## config.mk

```make
export PLATFORM = sky130hd
export DESIGN_NAME = positional_list_store_flat
export DESIGN_NICKNAME = d
export VERILOG_FILES = /design/src/hdl/pls_pkg.sv /design/src/hdl/pls_if.sv /design/src/hdl/pls_cell.sv /design/src/hdl/pls_ctrl.sv /design/src/hdl/positional_list_store.sv /design/src/flat_wrapper.sv
export SDC_FILE = /design/constraint.sdc
export NUM_CORES = 1
export LEC_CHECK = 0
export ABC_AREA = 1
export BUFFER_PORTS_ARGS = -buffer_cell sky130_fd_sc_hd__buf_2
export CAP_MARGIN = 15
export CELL_PAD_IN_SITES_DETAIL_PLACEMENT = 0
export CELL_PAD_IN_SITES_GLOBAL_PLACEMENT = 1
export CORE_AREA = 2 2 277 279
export DETAILED_ROUTE_END_ITERATION = 8
export DIE_AREA = 0 0 279 281
export PLACE_DENSITY = 0.81
export SETUP_SLACK_MARGIN = 0.3
export SYNTH_ARGS = -nofsm -noshare
export SYNTH_HDL_FRONTEND = slang
export SYNTH_SLANG_ARGS = --single-unit
export TNS_END_PERCENT = 10
```

## constraint.sdc

```tcl
create_clock -name clk -period 9.6 [get_ports clk]
set_input_delay 0.96 -clock clk [delete_from_list [all_inputs] [get_ports clk]]
set_output_delay 0.96 -clock clk [all_outputs]
set_load 0.03 [all_outputs]
```

## src/hdl/pls_pkg.sv

```systemverilog
// pls_pkg: shared types and constants for the positional list store
// no dependencies
package pls_pkg;

  localparam int CMD_W     = 3;
  localparam int POS_W     = 5;
  localparam int VALUE_W   = 32;
  localparam int COUNT_W   = 5;
  localparam int LIMIT_W   = 5;

  localparam logic [LIMIT_W-1:0] LIMIT_RESET = 5'd16;

  localparam logic [CMD_W-1:0] CMD_INSERT  = 3'd0;
  localparam logic [CMD_W-1:0] CMD_REMOVE  = 3'd1;
  localparam logic [CMD_W-1:0] CMD_GET     = 3'd2;
  localparam logic [CMD_W-1:0] CMD_REPLACE = 3'd3;
  localparam logic [CMD_W-1:0] CMD_CLEAR   = 3'd4;
  localparam logic [CMD_W-1:0] CMD_LENGTH  = 3'd5;

  // broadcast to every cell of the row
  typedef struct packed {
    logic             insert;  // cells above index take their lower neighbor
    logic             remove;  // cells at or above index take their upper neighbor
    logic             load;    // cell at index takes the new value
    logic [POS_W-1:0] index;   // 0-based target slot
  } cell_ctl_t;

endpackage

```

## src/hdl/pls_if.sv

```systemverilog
// pls_cmd_if, pls_rsp_if: valid/ready channels for commands and results
// depends on pls_pkg
interface pls_cmd_if import pls_pkg::*; ();
  logic               valid;
  logic               ready;
  logic [CMD_W-1:0]   cmd;
  logic [POS_W-1:0]   position;
  logic [VALUE_W-1:0] value;

  modport source (output valid, output cmd, output position, output value, input ready);
  modport sink   (input valid, input cmd, input position, input value, output ready);
endinterface

interface pls_rsp_if import pls_pkg::*; ();
  logic               valid;
  logic               ready;
  logic [VALUE_W-1:0] read_data;
  logic               status;
  logic [COUNT_W-1:0] count;
  logic               is_empty;

  modport source (output valid, output read_data, output status, output count,
                  output is_empty, input ready);
  modport sink   (input valid, input read_data, input status, input count,
                  input is_empty, output ready);
endinterface

```

## src/hdl/pls_cell.sv

```systemverilog
// pls_cell: one storage slot of the list row
// depends on pls_pkg
module pls_cell import pls_pkg::*; #(
  parameter int IDX        = 0,
  parameter int DATA_WIDTH = 32
) (
  input  logic                  clk,
  input  cell_ctl_t             ctl,
  input  logic [DATA_WIDTH-1:0] din,
  input  logic [DATA_WIDTH-1:0] lower,
  input  logic [DATA_WIDTH-1:0] upper,
  output logic [DATA_WIDTH-1:0] entry
);

  localparam logic [31:0] MY_IDX = 32'(IDX);

  logic [31:0] k32;
  assign k32 = 32'(ctl.index);

  always_ff @(posedge clk) begin
    if (ctl.load && (MY_IDX == k32)) begin
      entry <= din;
    end else if (ctl.insert && (MY_IDX > k32)) begin
      entry <= lower;
    end else if (ctl.remove && (MY_IDX >= k32)) begin
      entry <= upper;
    end
  end

endmodule

```

## src/hdl/pls_ctrl.sv

```systemverilog
// pls_ctrl: command decode, entry count, limit register and result register
// depends on pls_pkg
module pls_ctrl import pls_pkg::*; #(
  parameter int CAPACITY = 16
) (
  input  logic                              clk,
  input  logic                              rst,
  input  logic                              cfg_we,
  input  logic [LIMIT_W-1:0]                cfg_wdata,
  input  logic                              accept,
  input  logic [CMD_W-1:0]                  cmd,
  input  logic [POS_W-1:0]                  position,
  input  logic [VALUE_W-1:0]                rd_entry,
  output cell_ctl_t                         ctl,
  output logic [$clog2(CAPACITY+1)-1:0]     cnt,
  output logic [VALUE_W-1:0]                read_data,
  output logic                              status,
  output logic [COUNT_W-1:0]                count,
  output logic                              is_empty
);

  localparam int CNT_W = $clog2(CAPACITY + 1);

  logic [CNT_W-1:0]   cnt_next;
  logic [LIMIT_W-1:0] limit;
  logic [31:0]        pos32, cnt32, lim32, cn32;
  logic               in_list, ins_ok, err;
  logic [VALUE_W-1:0] rd;

  always_comb begin
    pos32   = 32'(position);
    cnt32   = 32'(cnt);
    lim32   = 32'(limit);
    in_list = (pos32 >= 32'd1) && (pos32 <= cnt32);
    ins_ok  = (pos32 >= 32'd1) && (pos32 <= cnt32 + 32'd1) && (cnt32 < lim32) &&
              (cnt32 < 32'(CAPACITY));
    err      = 1'b0;
    rd       = '0;
    cnt_next = cnt;
    ctl        = '0;
    ctl.index  = position - POS_W'(1);
    unique case (cmd)
      CMD_INSERT: begin
        if (ins_ok) begin
          ctl.insert = accept;
          ctl.load   = accept;
          cnt_next   = cnt + CNT_W'(1);
        end else begin
          err = 1'b1;
        end
      end
      CMD_REMOVE: begin
        if (in_list) begin
          ctl.remove = accept;
          cnt_next   = cnt - CNT_W'(1);
        end else begin
          err = 1'b1;
        end
      end
      CMD_GET: begin
        if (in_list) begin
          rd = rd_entry;
        end else begin
          err = 1'b1;
        end
      end
      CMD_REPLACE: begin
        if (in_list) begin
          ctl.load = accept;
        end else begin
          err = 1'b1;
        end
      end
      CMD_CLEAR: begin
        cnt_next = '0;
      end
      CMD_LENGTH: begin
        cnt_next = cnt;
      end
      default: begin
        err = 1'b1;
      end
    endcase
    cn32 = 32'(cnt_next);
  end

  always_ff @(posedge clk) begin
    if (rst) begin
      cnt   <= '0;
      limit <= LIMIT_RESET;
    end else begin
      if (accept) begin
        cnt <= cnt_next;
      end
      if (cfg_we) begin
        limit <= cfg_wdata;
      end
    end
  end

  always_ff @(posedge clk) begin
    if (accept) begin
      read_data <= rd;
      status    <= err;
      count     <= cn32[COUNT_W-1:0];
      is_empty  <= (cnt_next == '0);
    end
  end

endmodule

```

## src/hdl/positional_list_store.sv

```systemverilog
// positional_list_store: bounded list addressed by 1-based position
// result: registered, valid in the cycle after the command transfer
// throughput: one command per cycle while the result channel is ready; every cell of the row shifts in the same cycle
// reset: entry count cleared, limit set to 16, entry contents undefined until written
// depends on pls_pkg, pls_if, pls_cell, pls_ctrl
module positional_list_store import pls_pkg::*; #(
  parameter int CAPACITY   = 16,
  parameter int DATA_WIDTH = 32
) (
  input  logic               clk,
  input  logic               rst,
  input  logic               cfg_we,
  input  logic [LIMIT_W-1:0] cfg_wdata,
  pls_cmd_if.sink            in_ch,
  pls_rsp_if.source          out_ch
);

  localparam int IDX_W = $clog2(CAPACITY);
  localparam int CNT_W = $clog2(CAPACITY + 1);

  logic                  accept;
  logic                  out_valid;
  cell_ctl_t             ctl;
  logic [CNT_W-1:0]      cnt;
  logic [DATA_WIDTH-1:0] din;
  logic [63:0]           val64, rd64;
  logic [31:0]           idx32;
  logic [IDX_W-1:0]      rd_idx;
  logic [VALUE_W-1:0]    rd_entry;
  logic [DATA_WIDTH-1:0] cell_q [CAPACITY];

  // output register parts the two sides: a new transfer is taken when the
  // result slot is empty or being drained this cycle
  assign in_ch.ready = !out_valid || out_ch.ready;
  assign accept      = in_ch.valid && in_ch.ready;

  always_ff @(posedge clk) begin
    if (rst) begin
      out_valid <= 1'b0;
    end else if (accept) begin
      out_valid <= 1'b1;
    end else if (out_ch.ready) begin
      out_valid <= 1'b0;
    end
  end
  assign out_ch.valid = out_valid;

  // value kept in its low DATA_WIDTH bits
  assign val64 = 64'(in_ch.value);
  assign din   = val64[DATA_WIDTH-1:0];

  // read port for get; out-of-range slots are masked by the decode
  assign idx32    = 32'(ctl.index);
  assign rd_idx   = idx32[IDX_W-1:0];
  assign rd64     = 64'(cell_q[rd_idx]);
  assign rd_entry = rd64[VALUE_W-1:0];

  pls_ctrl #(.CAPACITY(CAPACITY)) u_ctrl (
    .clk       (clk),
    .rst       (rst),
    .cfg_we    (cfg_we),
    .cfg_wdata (cfg_wdata),
    .accept    (accept),
    .cmd       (in_ch.cmd),
    .position  (in_ch.position),
    .rd_entry  (rd_entry),
    .ctl       (ctl),
    .cnt       (cnt),
    .read_data (out_ch.read_data),
    .status    (out_ch.status),
    .count     (out_ch.count),
    .is_empty  (out_ch.is_empty)
  );

  // row of cells; each one sees its two neighbors
  for (genvar i = 0; i < CAPACITY; i++) begin : g_cell
    logic [DATA_WIDTH-1:0] lower, upper;
    if (i == 0) begin : g_first
      assign lower = din;  // slot zero never shifts up
    end else begin : g_mid_lo
      assign lower = cell_q[i-1];
    end
    if (i == CAPACITY - 1) begin : g_last
      assign upper = cell_q[i];  // top slot keeps its word on remove
    end else begin : g_mid_hi
      assign upper = cell_q[i+1];
    end
    pls_cell #(.IDX(i), .DATA_WIDTH(DATA_WIDTH)) u_cell (
      .clk   (clk),
      .ctl   (ctl),
      .din   (din),
      .lower (lower),
      .upper (upper),
      .entry (cell_q[i])
    );
  end

  // count never runs past the row
  a_cnt_bound: assert property (@(posedge clk) disable iff (rst)
    32'(cnt) <= 32'(CAPACITY))
    else $error("entry count above capacity");

  // every transfer in yields a result next cycle
  a_result: assert property (@(posedge clk) disable iff (rst)
    accept |=> out_ch.valid)
    else $error("missing result after command transfer");

  // clear always succeeds and empties the list
  a_clear: assert property (@(posedge clk) disable iff (rst)
    accept && (in_ch.cmd == CMD_CLEAR) |=>
      (out_ch.count == '0) && !out_ch.status && out_ch.is_empty && (cnt == '0))
    else $error("clear did not empty the list");

  // cells only move on a transfer
  a_ctl_idle: assert property (@(posedge clk) disable iff (rst)
    !accept |-> !(ctl.insert || ctl.remove || ctl.load))
    else $error("cell row changed without a transfer");

endmodule

```

## src/flat_wrapper.sv

```systemverilog
// flat-port wrapper written by rule: the top's interface ports become plain ports
module positional_list_store_flat import pls_pkg::*;
#(
  parameter int CAPACITY   = 16,
  parameter int DATA_WIDTH = 32
)
  (clk, rst, cfg_we, cfg_wdata, in_ch_valid, in_ch_cmd, in_ch_position, in_ch_value, in_ch_ready, out_ch_valid, out_ch_read_data, out_ch_status, out_ch_count, out_ch_is_empty, out_ch_ready);
  pls_cmd_if in_ch_i ();
  pls_rsp_if out_ch_i ();
  input  logic clk;
  input  logic rst;
  input  logic cfg_we;
  input  logic [LIMIT_W-1:0] cfg_wdata;
  input wire logic [$bits(in_ch_i.valid)-1:0] in_ch_valid;
  input wire logic [$bits(in_ch_i.cmd)-1:0] in_ch_cmd;
  input wire logic [$bits(in_ch_i.position)-1:0] in_ch_position;
  input wire logic [$bits(in_ch_i.value)-1:0] in_ch_value;
  output wire logic [$bits(in_ch_i.ready)-1:0] in_ch_ready;
  output wire logic [$bits(out_ch_i.valid)-1:0] out_ch_valid;
  output wire logic [$bits(out_ch_i.read_data)-1:0] out_ch_read_data;
  output wire logic [$bits(out_ch_i.status)-1:0] out_ch_status;
  output wire logic [$bits(out_ch_i.count)-1:0] out_ch_count;
  output wire logic [$bits(out_ch_i.is_empty)-1:0] out_ch_is_empty;
  input wire logic [$bits(out_ch_i.ready)-1:0] out_ch_ready;
  assign in_ch_i.valid = in_ch_valid;
  assign in_ch_i.cmd = in_ch_cmd;
  assign in_ch_i.position = in_ch_position;
  assign in_ch_i.value = in_ch_value;
  assign in_ch_ready = in_ch_i.ready;
  assign out_ch_valid = out_ch_i.valid;
  assign out_ch_read_data = out_ch_i.read_data;
  assign out_ch_status = out_ch_i.status;
  assign out_ch_count = out_ch_i.count;
  assign out_ch_is_empty = out_ch_i.is_empty;
  assign out_ch_i.ready = out_ch_ready;
  positional_list_store #(.CAPACITY(CAPACITY), .DATA_WIDTH(DATA_WIDTH)) u_core (.clk(clk), .rst(rst), .cfg_we(cfg_we), .cfg_wdata(cfg_wdata), .in_ch(in_ch_i), .out_ch(out_ch_i));
endmodule
```

# Yosys cells after proc, flatten, opt, wreduce, memory -nomap -nowiden
# Index checks and enable logic that the tools add are counted.
# W data, S select, Z words.
dict set report classes {
  n_addsub 4
  magnitude_cmp 37
  eq_ne 20
  muxes 63
  n_bitwise 1
  reduce_logical 77
}
# op n
set op_table {}
lappend op_table {{$mux W32} 49}
lappend op_table {{$bmux W32 S4} 1}
lappend op_table {{$logic_and A1 B1 Y1} 52}
lappend op_table {{$reduce_bool A3 Y1} 15}
lappend op_table {{$eq A4 B5 Y1 const A} 8}
lappend op_table {{$gt A4 B5 Y1 const A} 8}
lappend op_table {{$ge A4 B5 Y1 const A} 7}
lappend op_table {{$logic_not A32 Y1} 1}
lappend op_table {{$eq A3 B5 Y1 const A} 4}
lappend op_table {{$ge A3 B5 Y1 const A} 4}
lappend op_table {{$gt A3 B5 Y1 const A} 4}
lappend op_table {{$pmux W5 S3} 1}
lappend op_table {{$eq A2 B5 Y1 const A} 2}
lappend op_table {{$ge A1 B5 Y1 const A} 2}
lappend op_table {{$ge A2 B5 Y1 const A} 2}
lappend op_table {{$gt A1 B5 Y1 const A} 2}
lappend op_table {{$gt A2 B5 Y1 const A} 2}
lappend op_table {{$mux W5} 2}
lappend op_table {{$sub A5 B1 Y5 const B} 2}
lappend op_table {{$mux W1} 8}
lappend op_table {{$add A5 B1 Y6 const B} 1}
lappend op_table {{$eq A3 B2 Y1 const B} 2}
lappend op_table {{$eq A3 B3 Y1 const B} 2}
lappend op_table {{$le A5 B6 Y1} 1}
lappend op_table {{other kinds (19)} 20}
dict set report word_totals {
  ff_bits 562
  in_bits 50
  out_inout_bits 41
  word_cells 225
}

# Logic depth before layout (Yosys ltp)
# Gate-level depths: netlist (run 1).
dict set report depth {
  depth_word 10
  ltp_mapped 23
}

# Cells and area by module
# A second synthesis (run 1) with hierarchy kept.
dict set report hier_totals {
  hier_cells 6100
  hier_area_um2 42299.3
}
# mod instances cells_each area_per_inst_um2 seq_area_each_um2
set by_module_without_submodules {}
lappend by_module_without_submodules {positional_list_store 1 1555 6656.4 20.0}
lappend by_module_without_submodules {pls_ctrl 1 313 2710.1 1371.3}
lappend by_module_without_submodules {{pls_cell (u_core.g_cell[2].u_cell)} 1 298 2274.7 960.9}
lappend by_module_without_submodules {{pls_cell (u_core.g_cell[4].u_cell)} 1 297 2239.6 960.9}
lappend by_module_without_submodules {{pls_cell (u_core.g_cell[12].u_cell)} 1 293 2209.6 960.9}
lappend by_module_without_submodules {{pls_cell (u_core.g_cell[3].u_cell)} 1 260 2188.3 960.9}
lappend by_module_without_submodules {{pls_cell (u_core.g_cell[13].u_cell)} 1 259 2179.6 960.9}
lappend by_module_without_submodules {{pls_cell (u_core.g_cell[7].u_cell)} 1 258 2173.3 960.9}
lappend by_module_without_submodules {{pls_cell (u_core.g_cell[14].u_cell)} 1 288 2105.8 960.9}
lappend by_module_without_submodules {{pls_cell (u_core.g_cell[6].u_cell)} 1 289 2097.0 960.9}
lappend by_module_without_submodules {{pls_cell (u_core.g_cell[11].u_cell)} 1 261 2080.7 960.9}
lappend by_module_without_submodules {{pls_cell (u_core.g_cell[10].u_cell)} 1 287 2079.5 960.9}
lappend by_module_without_submodules {{pls_cell (u_core.g_cell[1].u_cell)} 1 283 2075.7 960.9}
lappend by_module_without_submodules {{pls_cell (u_core.g_cell[9].u_cell)} 1 253 2024.4 960.9}
lappend by_module_without_submodules {{4 more rows} n/a n/a n/a n/a}

# Least setup slack after synthesis (run 1)
# OpenSTA, ideal clock, no wires.
dict set report synth_path {
  path_kind {input -> register}
  from {input port in_ch_position[0]}
  to {register u_core.g_cell[5].u_cell.entry[0], enable pin}
  t_arrival_ns 6.532
  t_required_ns 9.067
  slack_ns 2.535
  stages 11
  path_buffers 4
  cell_sequence {inv_2 -> clkbuf_1 -> clkbuf_1 -> ha_1 -> xnor2_2 -> inv_2 -> nand2_1 -> inv_1 -> clkbuf_1 -> buf_1 -> o311ai_0}
}
dict set report synth_between {
  elab_chain_cells 8
}
# item line_no
set synth_rtl {}
lappend synth_rtl {{start, declared} flat_wrapper.sv:16} ;# input wire logic [$bits(in_ch_i.position)-1:0] in_ch_position;
lappend synth_rtl {{$le A5 B6 Y1 or $ge A5 B1 Y1 (tied branches)} {pls_ctrl.sv:35, pls_ctrl.sv:34}}
lappend synth_rtl {{$logic_and A1 B1 Y1 (3 in a row)} pls_ctrl.sv:35} ;# ins_ok = (pos32 >= 32'd1) && (pos32 <= cnt32 + 32'd1) && (cnt32 < lim32) &&
lappend synth_rtl {{$mux W1} pls_ctrl.sv:44} ;# if (ins_ok) begin
lappend synth_rtl {{$pmux W1 S2 or $mux W1 (tied branches)} pls_ctrl.sv:42} ;# unique case (cmd)
lappend synth_rtl {{$logic_and A1 B1 Y1 (on tied branches)} {pls_cell.sv:21, pls_cell.sv:23}}
lappend synth_rtl {{$reduce_bool A3 Y1 (no line) (*)} n/a}
lappend synth_rtl {{end signal, assigned} pls_cell.sv:22} ;# entry <= din;
lappend synth_rtl {{end signal, assigned} pls_cell.sv:24} ;# entry <= lower;
lappend synth_rtl {{end signal, assigned} pls_cell.sv:26} ;# entry <= upper;
lappend synth_rtl {{end, declared} pls_cell.sv:12} ;# output logic [DATA_WIDTH-1:0] entry
# Every way passes the cells marked *; elsewhere a longest branch is shown, timed or not.
# A chain may end at the register's enable or synchronous reset.

# Worst setup path in the final report (run 1)
dict set report layout_path {
  from {input port in_ch_position[0]}
  to {register u_core.g_cell[10].u_cell.entry[3], enable pin}
}
dict set report layout_between {
  elab_chain_cells 8
}
# item line_no
set layout_rtl {}
lappend layout_rtl {{$le A5 B6 Y1 or $ge A5 B1 Y1 (tied branches)} {pls_ctrl.sv:35, pls_ctrl.sv:34}}
lappend layout_rtl {{$logic_and A1 B1 Y1 (3 in a row)} pls_ctrl.sv:35}
lappend layout_rtl {{$mux W1} pls_ctrl.sv:44}
lappend layout_rtl {{$pmux W1 S2 or $mux W1 (tied branches)} pls_ctrl.sv:42}
lappend layout_rtl {{$logic_and A1 B1 Y1 (on tied branches)} {pls_cell.sv:21, pls_cell.sv:23}}
lappend layout_rtl {{$reduce_bool A3 Y1 (no line) (*)} n/a}
lappend layout_rtl {{end signal, assigned} pls_cell.sv:22}
lappend layout_rtl {{end signal, assigned} pls_cell.sv:24}
lappend layout_rtl {{end signal, assigned} pls_cell.sv:26}
lappend layout_rtl {{end, declared} pls_cell.sv:12}
# Marks and branches as above.

==> results of run 1 <==
-- area by class of cell --
| class | instances | area share |
|---|---|---|
| sequential | 562 | 0.440 |
| multi-input combinational | 3452 | 0.406 |
| clock buffer | 82 | 0.0472 |
| inverter | 427 | 0.0422 |
| tap | 978 | 0.0321 |
| timing repair buffer | 147 | 0.0242 |
| clock inverter | 34 | 0.00802 |
-- kinds of logic after synthesis --
logic type / share of synthesized area
DFF: 0.477
and+or+nand+nor: 0.276
buffers and inverters: 0.0887
adders and majority gates: 0.00712
xor gates and xnor gates: 0.00217
AOI/OAI and AO/OA: 0.149
-- cell usage after synthesis, types with 2 or more instances --
cell,instances
inv_2,17
nand2_4,2
buf_4,4
buf_1,34
nand3b_1,4
nand4_1,9
xor2_1,4
inv_1,407
nand3_1,373
o21ai_1,156
a21oi_1,114
clkbuf_1,182
edfxtp_1,551
nor2_2,4
nor3_1,7
ha_1,20
o21ai_0,664
nor2_1,119
clkinv_1,3
a22oi_1,64
nand2_1,1879
o211ai_1,9
nor2_4,4
nand3_2,2
dfxtp_1,11
nand2_2,9
buf_6,4
buf_2,125
-- cell usage in the layout, fill, tap and decap left out, types with 22 or more instances in the layout --
cell type     n
nand2_1    1866
o21ai_0     664
edfxtp_1    551
inv_1       404
nand3_1     370
o21ai_1     156
a21oi_1     114
nor2_1      110
buf_2        89
clkbuf_16    70
a22oi_1      64
buf_4        55
nand2_2      22
-- worst paths after layout --
path / start / end / cells after the start
worst max-delay path: in_ch_position[0] / u_core.g_cell[10].u_cell.entry[3] / 13
worst min-delay path: u_core.u_ctrl.limit[2] / u_core.u_ctrl.limit[2] / 2
worst max register to register: u_core.u_ctrl.cnt[0] / u_core.g_cell[14].u_cell.entry[1] / 17
worst min register to register: u_core.u_ctrl.limit[2] / u_core.u_ctrl.limit[2] / 2
-- through the flow --
| stage | hold slack [ns] | total power [mW] | setup WS (ns) | std cells | area, um2 |
|---|---|---|---|---|---|
| 5_1_grt | 0.534 | 6.05 | 3.45 | 5682 | 38100 |
| 4_1_cts | 0.492 | 5.90 | 4.07 | 5680 | 38000 |
| 3_3_place_gp | 0.470 | 3.37 | 3.51 | 5563 | 35900 |
| 6_report | 0.486 | 5.88 | 3.94 | 5682 | 38100 |
| 3_5_place_dp | 0.482 | 3.37 | 3.48 | 5564 | 35900 |
| 2_1_floorplan | 0.439 | 3.15 | 2.53 | 4791 | 35200 |
-- routing by layer --
layer  vias up  GRT usage  wire, um
met3       329     0.0408      8500
met4         4      0.156      6450
met5         -          0        24
met1     15400      0.402     50200
met2      1380      0.547     60800
li1      15500          -         -
-- state kept, by name, indices dropped and copies added (netlist names) --
| signal | count |
|---|---|
| u_core.g_cell.u_cell.entry | 512 |
| u_core.u_ctrl.read_data | 32 |
| u_core.u_ctrl.cnt | 5 |
| u_core.u_ctrl.count | 5 |
| u_core.u_ctrl.limit | 5 |
| u_core.out_ch.valid | 1 |
| u_core.u_ctrl.is_empty | 1 |
| u_core.u_ctrl.status | 1 |
-- worst max-delay path: cells and delay by family --
kind | cells | cell delay (ns)
and+or+nand+nor | 7 | 2.74
buffers and inverters | 4 | 1.50
adders and majority gates | 1 | 0.39
xor gates and xnor gates | 1 | 0.14
-- power by group --
group          internal (mW)  total [mW]  switching [mW]
combinational          0.140       0.600           0.459
clock                   1.46        2.55            1.09
sequential              2.71        2.73          0.0195
==> metrics.md, run 1 <==
| Metric | Value |
|---|---|
| Die X | 279 um |
| Initial Util | 0.466 |
| Hold Fails Final Rpt | 0 |
| CTS Hold Bufs | 0 |
| Ports | 91 |
| Syn nets | 4861 |
| Die Ht | 281 um |
| Peak supply drop | 0.000110 V |
| Initial DRC Count | 3218 |
| Core box area | 75400 um2 |
| CTS tree | yes |
| Total CTS buffers | 68 |
| # DRC | 0 |
| H-tree levels | 3 |
| Slew @ Worst Pin | 1.12 ns |
| Nets | 4728 |
| GP Congestion | 0.917 |
| Final min period | 5.66 ns |
| Post-CTS Setup Inserts | 0 |
| Wirelength per Cell | 22.2 um |
| RSZ-0062 raised after global routing | false |
| Vias in the first global route | 31700 |
| Status | completed |
| Rows | 101 |
| Pwr Density | 154 nW/um2 |
| CP Capture Type | flip-flop |
| Clk_lat worst skew | 0.63 ns |
| WP data required | 9.83 ns |
| Largest net degree at the start of global routing | 229 |
| Fin util | 0.505 |
| Fmax | 177 MHz |
| Cell Chain, Critical Path | buf_8, inv_4, ha_1, xnor2_4, buf_4, inv_2, nand2_1, nand2_1, nor2_1, nand2_1, nor2_4, nor2_1, nand2_2 |
| First-pass GRT wire length | 190 mm |
| WL final | 126 mm |
| HP Class | reg -> reg |
| Clock Path Buffers | 3 |
| Routed Antenna Nets | 0 |
| Synth area leaders | edfxtp_1 (47%), nand2_1 (20%), o21ai_0 (9.5%) |
| Setup violations, final | 0 |
| Leading area contributor after synthesis | edfxtp_1 |
| Fill count | 7606 |
| I/O Buffers | 90 |
| Slew Limit Fails | 0 |
| GRT Overall Usage | 0.320 |
| Setup TNS | 0 ns |
| Post-synthesis sequential area ratio | 0.477 |
| Tcrit/Tclk final | 0.590 |
| Reg2Reg Setup Slack | 4.50 ns |
| Yosys top cell area share | 0.471 |
| Ys flop type | edfxtp_1 |
| Area occupied by multi-input gates | 15500 um2 |
| Ys async rst share | 0 |
| Critical path class | in -> reg |
| Crit-path slowest cell | nor2_4 |
| Most frequent CP cell | nand2_1 |
| Diodes inserted | 0 |
| Vias per cell | 5.74 |
| Die area | 78400 um2 |
| Post-CTS Resized | 0 |
| Worst Skew | 0.0273 ns |
| Arr. time, crit path | 5.89 ns |
| Yosys warns | 0 |
| Drt first pass iters | 5 |
| Syn-to-layout area delta | 8.27% |
| Via count | 32600 |
| Synth cell types | 38 |
| Register area | 16800 um2 |
| Worst-path clk slew | 0.05 ns |
| P_leak | 16.9 nW |
| Area of the mapped netlist | 35200 um2 |
| Clock Sinks | 562 |
| Total gr overflow | 0 |
| # Max-Cap Violations | 0 |
| Max stage delay on crit path | 0.86 ns |
| Cells after Synth | 4791 |
| Mean Syn Cell Area | 7.34 um2 |
| Initial antenna violation count | 4 |
| Register bit total from synthesis | 562 |
| Startpoint Class | input port |
| Clock root buffer | clkbuf_16 |
| Share of cells above drive strength 1 | 0.0663 |
| Max-Slew Margin vs Limit | 0.252 |
| Dpl hpwl | 84.6 mm |
| Post-synth EDFFs | 551 |
| Worst-path maximum fanout | 77 |
Note: power is estimated with default switching activity, not from simulation.
==> run 2: changes to the inputs <==
==> constraint.sdc (replaced) <==
create_clock -name clk -period 5.6 [get_ports clk]
set_input_delay 0.56 -clock clk [delete_from_list [all_inputs] [get_ports clk]]
set_output_delay 0.56 -clock clk [all_outputs]
set_load 0.03 [all_outputs]
==> metrics.md, run 2 (synthesis results as in run 1) <==
| Metric | Value |
|---|---|
| Reg2Reg Setup Slack | 0.98 ns (-3.52 ns) |
| CTS tree | yes |
| Critical path class | reg -> reg |
| Slew @ Worst Pin | 1.24 ns (+0.119 ns) |
| CP Capture Type | flip-flop |
| Fin util | 0.506 (+0.00129) |
| Commonest cells after routing, fill and taps aside | nand2_1 (1866), o21ai_0 (664), edfxtp_1 (551), inv_1 (404), nand3_1 (370) |
| Vias in the first global route | 32200 (+1.4%) |
| Initial Util | 0.466 (unchanged) |
| Initial antenna violation count | 4 (unchanged) |
| Clock root buffer | clkbuf_16 |
| # Max-Cap Violations | 0 (unchanged) |
| Pwr Density | 262 nW/um2 (+69%) |
| Most frequent CP cell | nand2_1 |
| Met1 Use GR | 0.409 (+0.00723) |
| Wirelength per Cell | 22.6 um (+1.7%) |
| Total CTS buffers | 69 (+1.5%) |
| GR Util met3 | 0.0357 (-0.00507) |
| Via count | 33000 (+1.2%) |
| Share of cells above drive strength 1 | 0.0692 (+0.00287) |
| Startpoint Class | flip-flop |
| Die Ht | 281 um (unchanged) |
| Largest net degree at the start of global routing | 194 (-15%) |
| CTS Hold Bufs | 0 (unchanged) |
| Clk_lat worst skew | 0.62 ns (about the same) |
| Routed Antenna Nets | 0 (unchanged) |
| Core box area | 75400 um2 (unchanged) |
| Ports | 91 (unchanged) |
| P_leak | 17.0 nW (+0.47%) |
| Vias per cell | 5.78 (+0.80%) |
| Die area | 78400 um2 (unchanged) |
| Arr. time, crit path | 4.83 ns (-1.06 ns) |
| Hold Fails Final Rpt | 0 (unchanged) |
| Reg2reg end | u_core.g_cell[10].u_cell.entry[16] |
| Setup violations, final | 0 (unchanged) |
| Biggest regs | u_core.g_cell.u_cell.entry (512), u_core.u_ctrl.read_data (32) |
| Nets | 4749 (+0.44%) |
| # DRC | 0 (unchanged) |
| Worst Skew | 0.0243 ns (-0.00296 ns) |
| Origin of the critical flop-to-flop path | u_core.u_ctrl.cnt[0] |
| GP Congestion | 0.929 (+1.3%) |
| Most flops, register | u_core.g_cell.u_cell.entry |
| First-pass GRT wire length | 193 mm (+1.1%) |
| I/O Buffers | 90 (unchanged) |
| Hold EP | u_core.u_ctrl.limit[4] |
| Met2 Use GR | 0.554 (+0.00684) |
| Most Crowded Layer GR | met2 |
| Clock Path Buffers | 3 (unchanged) |
| Post-CTS Setup Inserts | 0 (unchanged) |
| Max stage delay on crit path | 0.95 ns (+0.09 ns) |
| Fmax | 217 MHz |
| Dpl hpwl | 84.9 mm (+0.33%) |
| Pre-CTS setup slack | 1.04 ns (-2.44 ns) |
| Total gr overflow | 0 (unchanged) |
| HP Start | cfg_wdata[4] |
| Status | completed |
| Tcrit/Tclk final | 0.825 |
| Commonest non-fill, non-tap cell in the layout | nand2_1 |
| Crit-path slowest cell | nor2_4 |
| Rows | 101 (unchanged) |
| Initial DRC Count | 3454 (+7.3%) |
| HP Class | in -> reg |
| Slew Limit Fails | 0 (unchanged) |
| WL final | 129 mm (+2.1%) |
| RSZ-0062 raised after global routing | false |
| Reg2reg path depth | 17 (unchanged) |
| Post-CTS Resized | 0 (unchanged) |
| WP data required | 5.81 ns (-4.02 ns) |
| Cell Chain, Critical Path | inv_2, ha_1, inv_1, ha_1, nand2_1, nand2_1, nand2_1, nand2_1, nand2_1, nand2_1, nand2_2, nand4_4, nor2_2, nand2_4, nor2_4, nor2_1, nand2_2 |
| Max-Slew Margin vs Limit | 0.174 (-0.0788) |
| Largest register FFs | 512 (unchanged) |
| GRT Overall Usage | 0.325 (+0.00465) |
| Syn-to-layout area delta | 8.55% |
| Peak supply drop | 0.000199 V (+80%) |
| Drt first pass iters | 9 (+4) |
| Die X | 279 um (unchanged) |
| WHS Path Cells | 3 (+1) |
| Worst-path clk slew | 0.06 ns (about the same) |
| Worst Setup Slack, final | 0.982 ns (-2.96 ns) |
| H-tree levels | 3 (unchanged) |
| Worst-path maximum fanout | 33 (-57%) |
| Final min period | 4.62 ns |
| Setup TNS | 0 ns (unchanged) |
| Clock Sinks | 562 (unchanged) |
[run 2: changes by cell type in the layout (fill, tap and decap cells not counted), moves of 2 or more]
cell	delta
nor2_2	+3
clkbuf_1	+7
inv_6	-4
bufinv_16	-4
nor2_4	-3
clkbuf_16	+3
diode_2	+2
buf_4	+18
buf_12	+2
[run 2: worst max-delay path by stage]
stage / to / slack (ns) / from
floorplan: u_core.g_cell[0].u_cell.entry[0] / 0.75 / in_ch_position[0]
global placement: u_core.g_cell[10].u_cell.entry[8] / 1.12 / u_core.u_ctrl.cnt[0]
detailed placement: u_core.g_cell[10].u_cell.entry[8] / 1.04 / in_ch_position[0]
CTS: u_core.g_cell[10].u_cell.entry[1] / 1.02 / u_core.u_ctrl.cnt[0]
global route: u_core.g_cell[10].u_cell.entry[16] / 0.71 / u_core.u_ctrl.cnt[0]
finish: u_core.g_cell[10].u_cell.entry[16] / 0.98 / u_core.u_ctrl.cnt[0]
[run 2: stage by stage]
| stage | power [mW] | std cells | area (um2) | hold slack, ns |
|---|---|---|---|---|
| after floorplan | 5.40 | 4791 | 35200 | 0.439 |
| after global placement | 5.80 | 5584 | 36100 | 0.484 |
| after detailed placement | 5.80 | 5584 | 36100 | 0.493 |
| after CTS | 10.0 | 5702 | 38100 | 0.145 |
| after global routing | 10.2 | 5704 | 38200 | 0.207 |
| final | 9.98 | 5706 | 38200 | 0.182 |
[run 2: cell type report]
type,count,area [um2]
repair buffers,167,1080
fillers,7657,37300
clock buffers,92,1900
multi-input cells,3452,15400
diodes,2,5.00
clock inverters,26,139
well taps,978,1220
flip-flops and latches,562,16800
inverters,427,1610
[run 2: metal layers]
layer  vias up  share of wire
met5         -        0.00017
li1      15600              -
met2      1547           0.48
met4         4          0.050
met3       326          0.075
met1     15600           0.40
[run 2: worst max-delay path, delay by kind of cell (launching register included)]
kind | cells | cell delay, ns
AND/OR/NAND/NOR | 13 | 2.86
adder cells (fa/ha/maj) | 2 | 0.56
flip-flops | 1 | 0.50
buffers and inverters | 2 | 0.26
[run 2: report_power, final]
group	switching [mW]	leakage [nW]	internal, mW
clock network	1.84	1.00	2.41
registers	0.0339	5.09	4.64
logic	0.809	10.9	0.248
